$ cat src/rtl/lqs_pkg.sv
// shared types and codes for the linear queue with search
package lqs_pkg;

  // command codes
  localparam logic [1:0] CMD_ADD    = 2'd0;
  localparam logic [1:0] CMD_DEL    = 2'd1;
  localparam logic [1:0] CMD_SEARCH = 2'd2;

  // result status codes
  localparam logic [1:0] ST_OK    = 2'd0;
  localparam logic [1:0] ST_FULL  = 2'd1;
  localparam logic [1:0] ST_EMPTY = 2'd2;

  localparam int DATA_W = 32;

  // commands from the controller to the datapath
  typedef struct packed {
    logic latch;       // capture the incoming transaction
    logic add;         // perform an add
    logic del_start;   // start a delete: read head entry or flag empty
    logic pop;         // finish a delete: take data, advance head
    logic scan_first;  // read the head slot for a search
    logic scan_next;   // read the slot after the last one read
    logic hit;         // record the slot just compared as a match
    logic out_load;    // move the result into the output register
  } lqs_ctrl_t;

  // status from the datapath to the controller
  typedef struct packed {
    logic [1:0] cmd;       // latched command
    logic       empty;     // queue holds no entries
    logic       match;     // last read entry equals the search value
    logic       last;      // last read slot is the tail
    logic       out_free;  // output register can take a result
  } lqs_stat_t;

endpackage

$ cat src/rtl/lqs_ctrl.sv
// controller state machine for the linear queue with search
module lqs_ctrl (
  input  logic              clk,
  input  logic              rst,
  input  logic              in_valid,
  output logic              in_ready,
  input  lqs_pkg::lqs_stat_t stat,
  output lqs_pkg::lqs_ctrl_t ctl
);
  import lqs_pkg::*;

  typedef enum logic [4:0] {
    S_IDLE  = 5'b00001,
    S_START = 5'b00010,
    S_READ  = 5'b00100,
    S_SCAN  = 5'b01000,
    S_DONE  = 5'b10000
  } state_t;

  state_t state, state_next;

  // state register
  always_ff @(posedge clk) begin
    if (rst) begin
      state <= S_IDLE;
    end else begin
      state <= state_next;
    end
  end

  assign in_ready = (state == S_IDLE);

  // next state and datapath commands
  always_comb begin
    state_next = state;
    ctl        = '0;
    case (state)
      S_IDLE: begin
        if (in_valid) begin
          ctl.latch  = 1'b1;
          state_next = S_START;
        end
      end
      S_START: begin
        case (stat.cmd)
          CMD_ADD: begin
            ctl.add    = 1'b1;
            state_next = S_DONE;
          end
          CMD_DEL: begin
            ctl.del_start = 1'b1;
            state_next    = stat.empty ? S_DONE : S_READ;
          end
          CMD_SEARCH: begin
            if (stat.empty) begin
              state_next = S_DONE;
            end else begin
              ctl.scan_first = 1'b1;
              state_next     = S_SCAN;
            end
          end
          default: begin
            state_next = S_DONE;
          end
        endcase
      end
      S_READ: begin
        ctl.pop    = 1'b1;
        state_next = S_DONE;
      end
      S_SCAN: begin
        if (stat.match) begin
          ctl.hit    = 1'b1;
          state_next = S_DONE;
        end else if (stat.last) begin
          state_next = S_DONE;
        end else begin
          ctl.scan_next = 1'b1;
        end
      end
      S_DONE: begin
        if (stat.out_free) begin
          ctl.out_load = 1'b1;
          state_next   = S_IDLE;
        end
      end
      default: begin
        state_next = S_IDLE;
      end
    endcase
  end

endmodule

$ cat src/rtl/lqs_datapath.sv
// pointers, entry memory, scan compare and result registers
module lqs_datapath #(
  parameter  int DEPTH = 16,
  localparam int SW    = $clog2(DEPTH + 1),
  localparam int AW    = $clog2(DEPTH)
) (
  input  logic                              clk,
  input  logic                              rst,
  input  lqs_pkg::lqs_ctrl_t                ctl,
  output lqs_pkg::lqs_stat_t                stat,
  input  logic [1:0]                        command,
  input  logic signed [lqs_pkg::DATA_W-1:0] value,
  output logic                              out_valid,
  input  logic                              out_ready,
  output logic [1:0]                        status,
  output logic signed [lqs_pkg::DATA_W-1:0] data_out,
  output logic                              found,
  output logic [SW-1:0]                     found_slot,
  output logic [SW-1:0]                     count,
  output logic                              is_empty,
  output logic                              is_full
);
  import lqs_pkg::*;

  logic signed [DATA_W-1:0] mem [DEPTH];

  logic [1:0]               cmd;
  logic signed [DATA_W-1:0] val;
  logic [SW-1:0]            head, tail;
  logic signed [DATA_W-1:0] rd_data;
  logic [SW-1:0]            rd_slot;
  logic [1:0]               res_status;
  logic signed [DATA_W-1:0] res_data;
  logic                     res_found;
  logic [SW-1:0]            res_slot;

  logic          q_empty, q_full;
  logic [SW-1:0] head_m1, q_count;
  logic          wr_en, rd_en;
  logic [AW-1:0] wr_addr, rd_addr;

  // queue flags
  assign q_empty = (head == '0) && (tail == '0);
  assign q_full  = (tail == SW'(DEPTH));
  assign q_count = q_empty ? '0 : (tail + SW'(1) - head);
  assign head_m1 = head - SW'(1);

  // memory port addressing
  assign wr_en   = ctl.add && !q_full;
  assign wr_addr = q_empty ? '0 : tail[AW-1:0];
  assign rd_en   = (ctl.del_start && !q_empty) || ctl.scan_first || ctl.scan_next;
  assign rd_addr = ctl.scan_next ? rd_slot[AW-1:0] : head_m1[AW-1:0];

  // entry memory with registered read
  always_ff @(posedge clk) begin
    if (wr_en) begin
      mem[wr_addr] <= val;
    end
    if (rd_en) begin
      rd_data <= mem[rd_addr];
      rd_slot <= ctl.scan_next ? (rd_slot + SW'(1)) : head;
    end
  end

  // head and tail pointers
  always_ff @(posedge clk) begin
    if (rst) begin
      head <= '0;
      tail <= '0;
    end else if (ctl.add) begin
      if (q_empty) begin
        head <= SW'(1);
        tail <= SW'(1);
      end else if (!q_full) begin
        tail <= tail + SW'(1);
      end
    end else if (ctl.pop) begin
      if (head == tail) begin
        head <= '0;
        tail <= '0;
      end else begin
        head <= head + SW'(1);
      end
    end
  end

  // captured transaction and pending result
  always_ff @(posedge clk) begin
    if (ctl.latch) begin
      cmd        <= command;
      val        <= value;
      res_status <= ST_OK;
      res_data   <= '0;
      res_found  <= 1'b0;
      res_slot   <= '0;
    end
    if (ctl.add && q_full) begin
      res_status <= ST_FULL;
    end
    if (ctl.del_start && q_empty) begin
      res_status <= ST_EMPTY;
    end
    if (ctl.pop) begin
      res_data <= rd_data;
    end
    if (ctl.hit) begin
      res_found <= 1'b1;
      res_slot  <= rd_slot;
    end
  end

  // output register valid flag
  always_ff @(posedge clk) begin
    if (rst) begin
      out_valid <= 1'b0;
    end else if (ctl.out_load) begin
      out_valid <= 1'b1;
    end else if (out_ready) begin
      out_valid <= 1'b0;
    end
  end

  // output register payload
  always_ff @(posedge clk) begin
    if (ctl.out_load) begin
      status     <= res_status;
      data_out   <= res_data;
      found      <= res_found;
      found_slot <= res_slot;
      count      <= q_count;
      is_empty   <= q_empty;
      is_full    <= q_full;
    end
  end

  // status back to the controller
  assign stat.cmd      = cmd;
  assign stat.empty    = q_empty;
  assign stat.match    = (rd_data == val);
  assign stat.last     = (rd_slot == tail);
  assign stat.out_free = !out_valid || out_ready;

endmodule

$ cat src/rtl/linear_queue_with_search_unit.sv
// top level of the linear queue with search
//
//  channel  | handshake            | payload
//  ---------+----------------------+-----------------------------------------------
//  input    | in_valid / in_ready  | command, value
//  output   | out_valid / out_ready| status, data_out, found, found_slot, count,
//           |                      | is_empty, is_full
//
// one transaction is worked on at a time; add steps through START and DONE, delete
// through START, READ and DONE, search through START, SCAN per slot (at most DEPTH)
// and DONE; the single entry memory read port lets the scan walk one slot a cycle.
// rst is synchronous and empties the queue; entry memory is not cleared.
// a result waiting in the output register does not block the next transaction;
// only the following result waits for out_ready.
module linear_queue_with_search_unit #(
  parameter  int DEPTH = 16,
  localparam int SW    = $clog2(DEPTH + 1)
) (
  input  logic                              clk,
  input  logic                              rst,
  input  logic                              in_valid,
  output logic                              in_ready,
  input  logic [1:0]                        command,
  input  logic signed [lqs_pkg::DATA_W-1:0] value,
  output logic                              out_valid,
  input  logic                              out_ready,
  output logic [1:0]                        status,
  output logic signed [lqs_pkg::DATA_W-1:0] data_out,
  output logic                              found,
  output logic [SW-1:0]                     found_slot,
  output logic [SW-1:0]                     count,
  output logic                              is_empty,
  output logic                              is_full
);
  import lqs_pkg::*;

  lqs_ctrl_t ctl;
  lqs_stat_t stat;

  // sequencer
  lqs_ctrl u_ctrl (
    .clk      (clk),
    .rst      (rst),
    .in_valid (in_valid),
    .in_ready (in_ready),
    .stat     (stat),
    .ctl      (ctl)
  );

  // storage and result path
  lqs_datapath #(.DEPTH(DEPTH)) u_dp (
    .clk        (clk),
    .rst        (rst),
    .ctl        (ctl),
    .stat       (stat),
    .command    (command),
    .value      (value),
    .out_valid  (out_valid),
    .out_ready  (out_ready),
    .status     (status),
    .data_out   (data_out),
    .found      (found),
    .found_slot (found_slot),
    .count      (count),
    .is_empty   (is_empty),
    .is_full    (is_full)
  );

endmodule

$ cat config.mk
export PLATFORM = sky130hd
export DESIGN_NAME = linear_queue_with_search_unit
export DESIGN_NICKNAME = d
export VERILOG_FILES = /design/src/rtl/lqs_pkg.sv /design/src/rtl/lqs_ctrl.sv /design/src/rtl/lqs_datapath.sv /design/src/rtl/linear_queue_with_search_unit.sv
export SDC_FILE = /design/constraint.sdc
export NUM_CORES = 1
export LEC_CHECK = 0
export BUFFER_PORTS_ARGS = -buffer_cell sky130_fd_sc_hd__buf_2
export CAP_MARGIN = 0
export CORE_MARGIN = 10
export CORE_UTILIZATION = 48
export DETAILED_ROUTE_END_ITERATION = 6
export SETUP_SLACK_MARGIN = 0.2
export SYNTH_ARGS = -nofsm -noshare
export SYNTH_HDL_FRONTEND = slang
export SYNTH_SLANG_ARGS = --single-unit
$ cat constraint.sdc
create_clock -name clk -period 5.3 [get_ports clk]
set_input_delay 0.795 -clock clk [delete_from_list [all_inputs] [get_ports clk]]
set_output_delay 0.795 -clock clk [all_outputs]
set_load 0.02 [all_outputs]
==> metrics.csv, run 1 <==
stage;metric;value;unit
global_routing;vias in the first global route;13700;
yosys;number of enable flip-flop cells after synthesis;667;
route;final antenna-violating net count;0;
yosys;Yosys Warn Count;0;
yosys;Mapped Cells;1475;
clock_network;clock root cell;clkbuf_16;
route;# DRC;0;
global_routing;largest net degree at the start of global routing;83;
floorplanning;Die Ht;254;um
finish;fillers;4196;
floorplanning;core area;54100;um2
sta;setup slack after layout;1160;ps
setup_path;critical path peak fanout;82;
min_path;Hold Crit Class;in -> reg;
sta;setup TNS;0;ps
sta;max-slew violations;0;
finish;Final nets;1662;
clock_network;Worst-Skew Late Latency;610;ps
yosys;Net Count, Synth;1527;
clock_network;post-CTS setup buffer count;0;
route;initial DRC count;1119;
sta;final count of hold timing violations;0;
yosys;sequential-to-total area share from yosys stat;77.4;%
finish;P&R area growth vs syn;14.1;%
route;total number of vias;13600;
sta;Slew headroom;21.1;%
yosys;flops & latches, synth;686;
yosys;Synth Flop Type;edfxtp_1;
power_and_ir_drop;Pleak;9.42;nW
floorplanning;starting density of the core;48.7;%
power_and_ir_drop;peak supply drop;0.231;mV
setup_path;Worst Path Class, Setup;reg -> reg;
run_status;status;completed;
global_routing;grt ovf;0;
clock_network;CTS Hold Bufs;0;
setup_path;WP data required;5630;ps
floorplanning;DIE AREA;64700;um2
sta;worst slew pin tran;1170;ps
place;count of port buffers added during placement;86;
floorplanning;Die Width;254;um
clock_network;CTS buffer count;72;
global_routing;initial antenna violation count;0;
yosys;Mapped Area;26400;um2
finish;Diodes inserted;0;
clock_network;# clock sinks;686;
power_and_ir_drop;Pwr Density;381;nW/um2
clock_network;H-tree depth;3;
clock_network;post-cts sizing count;0;
place;GPL Wtd Cong;0.776;
clock_network;Worst-path clk slew;60;ps
job;# Max-Cap Violations;0;
floorplanning;I/O pin total;87;
finish;post-layout util;55.6;%
route;Vias/cell;5.76;
yosys;distinct cell type count after synthesis;54;
sta;Max Clk Rate;242;MHz
clock_network;Clock Tree Buf Depth;3;
sta;Final Skew;25.4;ps
place;dpl hpwl;34.5;mm
setup_path;crit path launch type;flop;
sta;final setup vio count;0;
sta;fin crit period;4140;ps
global_routing;first-pass GRT wire length;90.2;mm
setup_path;Critical Path AT;4470;ps
route;post-DR wirelength/cell;26.3;um
yosys;syn_area_per_cell;17.9;um2
setup_path;element type at the critical path end;flop;
yosys;async set-reset flop share out of synthesis;0;%
place;Setup WS pre-CTS;1190;ps
finish;share of cells above drive strength 1;15.1;%
power_and_ir_drop;Design Power;11.5;mW
route;Initial DRT Pass Iterations;5;
global_routing;total track usage;19.2;%
route;DRT Wirelength;62.1;mm
sta;RSZ-0062 raised after global routing;false;
clock_network;CTS tree;done;
sta;crit share post-route;78.1;%
floorplanning;row count;85;
[stage by stage]
step                      hold slack (ps)  area [um2]  instances
after CTS                             323       30100       2362
after global routing                  339       30100       2362
after global placement                402       27900       2232
final                                 359       30100       2362
after detailed placement              405       27900       2232
after floorplan                       400       26400       1475
[cell type report]
| type | instances | area (um2) | share of cell area, % |
|---|---|---|---|
| Inverter | 14 | 52.6 | 0.175 |
| Clock inverter | 36 | 362 | 1.20 |
| Sequential cell | 686 | 20400 | 67.8 |
| Timing Repair Buffer | 131 | 906 | 3.01 |
| Clock buffer | 94 | 1880 | 6.26 |
| Multi-Input combinational cell | 705 | 5620 | 18.7 |
| Tap cell | 696 | 871 | 2.89 |
[where the power goes]
part | switching (mW) | internal (mW) | total [mW] | leakage, nW
combinational | 0.228 | 0.127 | 0.355 | 2.13
clock | 2.04 | 2.82 | 4.85 | 1.09
sequential | 0.134 | 6.12 | 6.25 | 6.19
total | 2.40 | 9.06 | 11.5 | 9.42
[path summary, 6_finish.rpt]
check                                              endpoint  slack [ps]  depth (start not counted)                             from
worst max-delay path             u_dp.rd_data[23]$_DFFE_PP_        1160                         10           u_dp.val[29]$_DFFE_PP_
worst min-delay path                 u_dp.val[13]$_DFFE_PP_         360                          1                        value[13]
worst max register to register   u_dp.rd_data[23]$_DFFE_PP_        1160                         10           u_dp.val[29]$_DFFE_PP_
worst min register to register  u_dp.data_out[27]$_DFFE_PP_         400                          0  u_dp.res_data[27]$_SDFFCE_PN0P_
[critical path, cell delays in order, from the launching register on]
cell      delay [ps]
edfxtp_1         650
xnor2_1          470
nand4_1          260
nor4_2           390
a21boi_2         210
o211ai_1         210
buf_4            220
buf_12           440
mux2i_1          270
o22ai_1          110
or4_1            540
[registers in the layout, indices dropped and copies added, names as in the netlist, 5 cells and up]
register,count
u_dp.head,5
u_ctrl.state,5
u_dp.res_slot,5
u_dp.tail,5
u_dp.found_slot,5
u_dp.data_out,32
u_dp.res_data,32
u_dp.val,32
u_dp.rd_slot,5
u_dp.count,5
u_dp.rd_data,32
u_dp.mem,512
[synthesized netlist by cell type (5+ instances only)]
library cell  count  share of area (%)
edfxtp_1        667                 76
xnor2_1          41                1.4
a21oi_1          17               0.32
nand2_1          29               0.41
nor4_1            5               0.12
nand4_1          10               0.24
o21ai_0          14               0.27
dfxtp_1          19                1.4
or4_1            32               0.91
a21o_1            5               0.14
ha_1             13               0.62
xor2_1           11               0.37
o22ai_1         128                3.0
and2_1           38               0.90
nand2b_1          5               0.12
nor3_1            8               0.15
inv_1            14               0.20
clkbuf_1         24               0.34
buf_4             6               0.17
buf_6            14               0.60
nand3_1          15               0.28
nor2_1           33               0.47
mux2i_1         257                9.8
buf_2            22               0.42
[cells by family after synthesis]
group           synth area share (%)
compound gates                  4.18
xor+xnor                        1.73
fa+ha+maj                      0.692
buf+inv                         1.78
flops                           77.4
mux                             9.75
simple gates                    4.50
[layer usage]
layer	wire length, um	part of all wire (%)	global-route usage (%)
met5	0	0	0
met4	1510	2.4	6.74
met3	3760	6.0	3.27
met2	29900	48	31.4
met1	26900	43	25.8
[cells in the final DEF (no fill, tap or decap), types with 5 or more instances in the layout]
cell and count:
buf_4 34, nand2b_1 5, a21oi_1 17, buf_12 11, xnor2_1 41, bufinv_16 6
o22ai_1 128, or4_1 32, nor2_1 22, and2_1 38, clkbuf_1 22, nand3_1 15
nor2_4 11, clkinv_2 6, ha_1 13, buf_2 86, mux2i_1 257, clkbuf_16 72
nor3_2 5, clkinv_1 16, dfxtp_1 19, edfxtp_1 667, xor2_1 11, nand4_1 10
a21o_1 5, o21ai_0 14, nand2_1 28, inv_1 13, inv_6 5
No activity file was read; power rests on OpenSTA's default activity.
==> run 2, diff against run 1 <==
clock period = 4.3 ns   (was 5.3 ns; I/O delays follow)
==> run 2 against run 1 <==
  * Clock power is 26% higher
  * First-iteration DRC count is 17% higher
  * Register-to-register slack worse by 670 ps
  * Largest cell class unchanged
  * Die area unchanged
  * Routed wire length grew 0.82%
  * Hold slack got worse by 140 ps
  * Highest routed layer unchanged
  * Flip-flop and latch count did not move
  * Setup slack got worse by 670 ps
==> metrics.csv, run 2 (synthesis results as in run 1) <==
stage;metric;value;unit;change
run_status;status;completed;;
floorplanning;starting density of the core;48.7;%;unchanged
setup_path;Worst Path Class, Setup;reg -> reg;;
power_and_ir_drop;Flop pwr share;53.3;%;-1.3 points
route;Initial DRT Pass Iterations;5;;unchanged
global_routing;first-pass GRT wire length;91.6;mm;+1.5%
sta;Final Skew;18.1;ps;-7.30 ps
route;post-DR wirelength/cell;26.1;um;-0.69%
sta;final setup vio count;0;;unchanged
finish;Multi-input gate area;5660;um2;+0.76%
setup_path;reg2reg end;u_dp.rd_data[9]$_DFFE_PP_;;
job;# Max-Cap Violations;0;;unchanged
sta;RSZ-0062 raised after global routing;false;;
power_and_ir_drop;Sw Share;20.8;%;-0.085 points
place;Setup WS pre-CTS;224;ps;-970 ps
route;# DRC;0;;unchanged
route;DRT Wirelength;62.6;mm;+0.82%
finish;Reg area;20400;um2;unchanged
floorplanning;row count;85;;unchanged
route;Vias/cell;5.76;;about the same
clock_network;# clock sinks;686;;unchanged
power_and_ir_drop;P_int;11.3;mW;+25%
place;count of port buffers added during placement;86;;unchanged
clock_network;Clock Tree Buf Depth;3;;unchanged
finish;P&R area growth vs syn;16.2;%;
global_routing;total track usage;19.5;%;+0.22 points
power_and_ir_drop;Pwr Density;467;nW/um2;+23%
clock_network;H-tree depth;3;;unchanged
floorplanning;Die Ht;254;um;unchanged
sta;setup TNS;0;ps;unchanged
setup_path;element type at the critical path end;flop;;
finish;post-route design area;30600;um2;+1.8%
place;GPL Wtd Cong;0.765;;-1.3%
sta;max-slew violations;0;;unchanged
route;total number of vias;13800;;+1.4%
sta;worst slew pin tran;824;ps;-348 ps
power_and_ir_drop;peak supply drop;0.334;mV;+45%
setup_path;setup slack, reg-to-reg;500;ps;-670 ps
global_routing;initial antenna violation count;1;;+1
floorplanning;core area;54100;um2;unchanged
setup_path;Critical Path AT;4140;ps;-330 ps
min_path;hold path start;command[0];;
clock_network;CTS Hold Bufs;0;;unchanged
floorplanning;DIE AREA;64700;um2;unchanged
setup_path;WP data required;4640;ps;-990 ps
sta;fin crit period;3800;ps;-333 ps
global_routing;grt ovf;0;;unchanged
finish;post-layout util;56.6;%;+1.0 points
clock_network;Worst-path clk slew;60;ps;about the same
place;dpl hpwl;34.3;mm;-0.65%
place;post-place instance area;28300;um2;+1.6%
sta;Max Clk Rate;263;MHz;+8.8%
finish;Diodes inserted;0;;unchanged
power_and_ir_drop;power share of the combinational group;3.9;%;+0.8 points
setup_path;R2R depth;10;;unchanged
setup_path;critical path peak fanout;36;;-56%
min_path;Hold Path Depth;1;;unchanged
finish;fillers;4143;;-1.3%
min_path;Hold Crit Endpoint;u_dp.cmd[0]$_DFFE_PP_;;
power_and_ir_drop;Pleak;9.69;nW;+2.9%
global_routing;vias in the first global route;14100;;+2.7%
place;Cell Count Post-Placement;2270;;+1.7%
finish;Final nets;1700;;+2.3%
sta;crit share post-route;88.5;%;+10 points
finish;share of cells above drive strength 1;17.8;%;+2.7 points
clock_network;clock root cell;clkbuf_16;;
sta;worst hold slack;215;ps;-145 ps
finish;most frequent cells in the layout;edfxtp_1, mux2i_1, o22ai_1;;
power_and_ir_drop;Design Power;14.3;mW;+25%
clock_network;CTS buffer count;71;;-1.4%
route;initial DRC count;1308;;+17%
power_and_ir_drop;clock power share;42.7;%;+0.4 points
sta;setup slack after layout;496;ps;-667 ps
power_and_ir_drop;Sw Pwr;2.98;mW;+24%
setup_path;crit path launch type;flop;;
finish;commonest non-fill, non-tap cell in the layout;edfxtp_1;;
finish;Largest register FFs;512;;unchanged
sta;final count of hold timing violations;0;;unchanged
clock_network;Worst-Skew Late Latency;610;ps;about the same
min_path;Hold Crit Class;in -> reg;;
setup_path;R2R Path Start;u_dp.val[25]$_DFFE_PP_;;
route;final antenna-violating net count;0;;unchanged
finish;fin cells;2398;;+1.5%
clock_network;CTS tree;done;;
floorplanning;Die Width;254;um;unchanged
global_routing;largest net degree at the start of global routing;41;;-51%
floorplanning;I/O pin total;87;;unchanged
sta;Slew headroom;45.1;%;+24 points
finish;largest reg by FF count;u_dp.mem;;
## run 2: power groups by stage
stage	Combinational, mW	Sequential [mW]	Clock (mW)
final	0.562	7.63	6.12
after global placement	0.550	7.77	0
after CTS	0.564	7.63	6.23
after floorplan	0.277	7.78	0
after detailed placement	0.562	7.78	0
after global routing	0.608	7.64	6.49
## run 2: cell type report
class	instances	area share [%]
clock buffers	86	6.22
clock inverters	41	1.34
inverters	14	0.171
multi-input cells	705	18.5
flip-flops and latches	686	66.6
well taps	696	2.84
repair buffers	170	4.36
## run 2: repair_timing
| item | CTS | global route |
|---|---|---|
| setup buffers | 0 | 1 |
| endpoints found under the setup margin | 1 | 27 |
| hold endpoints to repair | 0 | 0 |
| resized for setup | 1 | 0 |
## run 2: worst max-delay path, cell delays in order (launching register included)
cell and delay [ps]:
edfxtp_1 410, xnor2_1 530, nand4_1 360, nor4_4 390, a21boi_2 110, o211ai_1 340
buf_12 220, buf_12 270, mux2i_1 270, o22ai_1 100, or4_1 510
## run 2: metal layers
layer,global-route usage (%),vias to the layer above,wire length (um)
li1,-,6195,-
met1,26.3,7072,27200
met2,31.2,428,29800
met3,3.49,113,3810
met4,7.25,0,1810
met5,0,-,0
## run 2: worst max path at each step
stage	startpoint	slack, ps	end
2_1_floorplan	u_ctrl.state[2]$_SDFFE_PP0P_	280	u_dp.mem[7][0]$_DFFE_PP_
4_1_cts	u_dp.val[18]$_DFFE_PP_	270	u_dp.rd_data[24]$_DFFE_PP_
6_report	u_dp.val[25]$_DFFE_PP_	500	u_dp.rd_data[9]$_DFFE_PP_
3_3_place_gp	u_dp.val[18]$_DFFE_PP_	310	u_dp.rd_data[2]$_DFFE_PP_
3_5_place_dp	u_dp.val[18]$_DFFE_PP_	220	u_dp.rd_data[24]$_DFFE_PP_
5_1_grt	u_dp.val[9]$_DFFE_PP_	320	u_dp.rd_data[4]$_DFFE_PP_
==> run 3, diff against run 2 <==
BUFFER_PORTS_ARGS = unset   (was -buffer_cell sky130_fd_sc_hd__buf_2)
DONT_BUFFER_PORTS = 1   (was unset)
==> run 3 against run 2 <==
  * Non-clock buffer count is 78 lower
  * Critical endpoint is now u_dp.rd_data[6]$_DFFE_PP_
  * Clock-buffer cell count is 10 higher
  * Flip-flop and latch count unchanged
  * Setup slack got worse by 62 ps
  * Hold slack got worse by 110 ps
  * Combinational power is 1% lower
==> metrics.csv, run 3 (synthesis results as in run 1) <==
stage;metric;value;unit;change
global_routing;initial antenna violation count;0;;-1
setup_path;worst-path cell chain;xnor2_2 > nand4_1 > nor4_4 > a21boi_2 > o211ai_1 > buf_4 > buf_12 > mux2i_1 > o22ai_1 > or4_1;;
global_routing;total track usage;19.8;%;+0.36 points
power_and_ir_drop;Flop pwr share;55.3;%;+2.0 points
power_and_ir_drop;Design Power;13.8;mW;-3.5%
global_routing;grt ovf;0;;unchanged
clock_network;CTS tree;done;;
sta;Slew headroom;40.7;%;-4.4 points
sta;setup TNS;0;ps;unchanged
route;total number of vias;13500;;-2.0%
sta;RSZ-0062 raised after global routing;false;;
sta;max-slew violations;0;;unchanged
clock_network;Worst-path clk slew;60;ps;about the same
floorplanning;Die Ht;254;um;unchanged
clock_network;clock root cell;clkbuf_16;;
finish;commonest non-fill, non-tap cell in the layout;edfxtp_1;;
place;post-place instance area;28000;um2;-0.98%
setup_path;crit path launch type;flop;;
place;dpl hpwl;34.2;mm;-0.19%
finish;Largest register FFs;512;;unchanged
route;# DRC;0;;unchanged
floorplanning;Die Width;254;um;unchanged
sta;Max Clk Rate;259;MHz;-1.6%
clock_network;Clock Tree Buf Depth;3;;unchanged
power_and_ir_drop;Sw Pwr;2.91;mW;-2.2%
finish;largest reg by FF count;u_dp.mem;;
power_and_ir_drop;Pwr Density;457;nW/um2;-2.1%
clock_network;CTS buffer count;71;;unchanged
sta;setup slack after layout;434;ps;-61.6 ps
setup_path;Critical Path AT;4210;ps;+70 ps
finish;Final nets;1622;;-4.6%
setup_path;Buf+Inv Stages, Crit Path;2;;unchanged
place;Setup WS pre-CTS;68.0;ps;-156 ps
route;initial DRC count;1238;;-5.4%
clock_network;Worst-Skew Late Latency;610;ps;about the same
power_and_ir_drop;Sw Share;21.1;%;+0.27 points
run_status;status;completed;;
floorplanning;I/O pin total;87;;unchanged
power_and_ir_drop;P_int;10.9;mW;-3.8%
job;# Max-Cap Violations;0;;unchanged
route;post-DR wirelength/cell;27.4;um;+5.1%
setup_path;Slowest-stage cell, CP;edfxtp_1;;
sta;crit share post-route;89.9;%;+1.4 points
power_and_ir_drop;power share of the combinational group;4.0;%;about the same
power_and_ir_drop;clock power share;40.7;%;-2.0 points
sta;fin crit period;3870;ps;+61.6 ps
global_routing;largest net degree at the start of global routing;54;;+32%
clock_network;H-tree depth;3;;unchanged
place;GPL Wtd Cong;0.776;;+1.4%
power_and_ir_drop;peak supply drop;0.281;mV;-16%
global_routing;first-pass GRT wire length;92.4;mm;+0.89%
floorplanning;core area;54100;um2;unchanged
setup_path;slowest stage delay, CP;550;ps;+20 ps
clock_network;CTS Hold Bufs;0;;unchanged
clock_network;# clock sinks;686;;unchanged
power_and_ir_drop;Pleak;9.35;nW;-3.6%
sta;Final Skew;23.6;ps;+5.53 ps
finish;share of cells above drive strength 1;12.8;%;-5.0 points
route;DRT Wirelength;63.6;mm;+1.6%
finish;fillers;4142;;-0.024%
sta;final count of hold timing violations;0;;unchanged
floorplanning;DIE AREA;64700;um2;unchanged
place;count of port buffers added during placement;0;;-100%
setup_path;critical path's top delay family;simple AND/OR/NAND/NOR gates;;
route;final antenna-violating net count;0;;unchanged
finish;post-route design area;30200;um2;-1.4%
floorplanning;starting density of the core;48.7;%;unchanged
finish;P&R area growth vs syn;14.5;%;
finish;Diodes inserted;0;;unchanged
finish;most frequent cells in the layout;edfxtp_1, mux2i_1, o22ai_1;;
global_routing;vias in the first global route;13500;;-4.2%
setup_path;element type at the critical path end;flop;;
sta;final setup vio count;0;;unchanged
route;Vias/cell;5.84;;+1.5%
setup_path;Worst Path Class, Setup;reg -> reg;;
setup_path;WP data required;4640;ps;about the same
setup_path;critical path peak fanout;53;;+47%
sta;worst slew pin tran;889;ps;+65.5 ps
floorplanning;row count;85;;unchanged
min_path;Hold Crit Class;in -> reg;;
route;Initial DRT Pass Iterations;5;;unchanged
## run 3: worst reg2reg max path: stages (launching register included)
cell,delay [ps]
edfxtp_1,550
xnor2_2,320
nand4_1,350
nor4_4,480
a21boi_2,200
o211ai_1,240
buf_4,200
buf_12,350
mux2i_1,310
o22ai_1,100
or4_1,510
## run 3: worst paths after layout
| check | startpoint | endpoint | slack [ps] | cells after the start |
|---|---|---|---|---|
| setup / recovery | u_dp.val[18]$_DFFE_PP_ | u_dp.rd_data[6]$_DFFE_PP_ | 430 | 10 |
| hold / removal | rst | u_ctrl.state[4]$_SDFFE_PP0P_ | 110 | 1 |
| hold reg to reg | u_dp.res_data[10]$_SDFFCE_PN0P_ | u_dp.data_out[10]$_DFFE_PP_ | 420 | 0 |
| setup reg to reg | u_dp.val[18]$_DFFE_PP_ | u_dp.rd_data[6]$_DFFE_PP_ | 430 | 10 |
## run 3: stage by stage
step                std cells  utilization [%]  hold slack (ps)
floorplan                1475                -              400
global placement         2187             51.8              402
detailed placement       2187             51.8              406
CTS                      2311             55.7             73.9
global route             2317             55.8             77.7
finish                   2317             55.8              106
## run 3: layout make-up
| cell class | count | area [um2] | area share (%) |
|---|---|---|---|
| well taps | 696 | 871 | 2.88 |
| repair buffers | 92 | 1090 | 3.61 |
| multi-input cells | 705 | 5690 | 18.8 |
| inverters | 14 | 52.6 | 0.174 |
| clock inverters | 28 | 204 | 0.675 |
| clock buffers | 96 | 1890 | 6.26 |
| flip-flops and latches | 686 | 20400 | 67.6 |
## run 3: power by group through the flow
stage / Combinational (mW) / Clock [mW] / Sequential, mW
after global routing: 0.602 / 6.03 / 7.64
after floorplan: 0.277 / 0 / 7.78
final: 0.554 / 5.62 / 7.63
after global placement: 0.530 / 0 / 7.77
after detailed placement: 0.545 / 0 / 7.78
after CTS: 0.548 / 5.73 / 7.64
## run 3: what timing repair did
action                     in CTS  in global routing
buffers inserted                0                  6
setup endpoints to repair      31                 30
resized for setup               2                  2
pin swaps                       0                  0
cloned                          0                  0
## run 3: layer usage
metal	wire [um]	global-route usage, %
met1	27500	26.8
met2	30600	32.0
met3	3960	4.21
met4	1550	5.90
met5	0	0
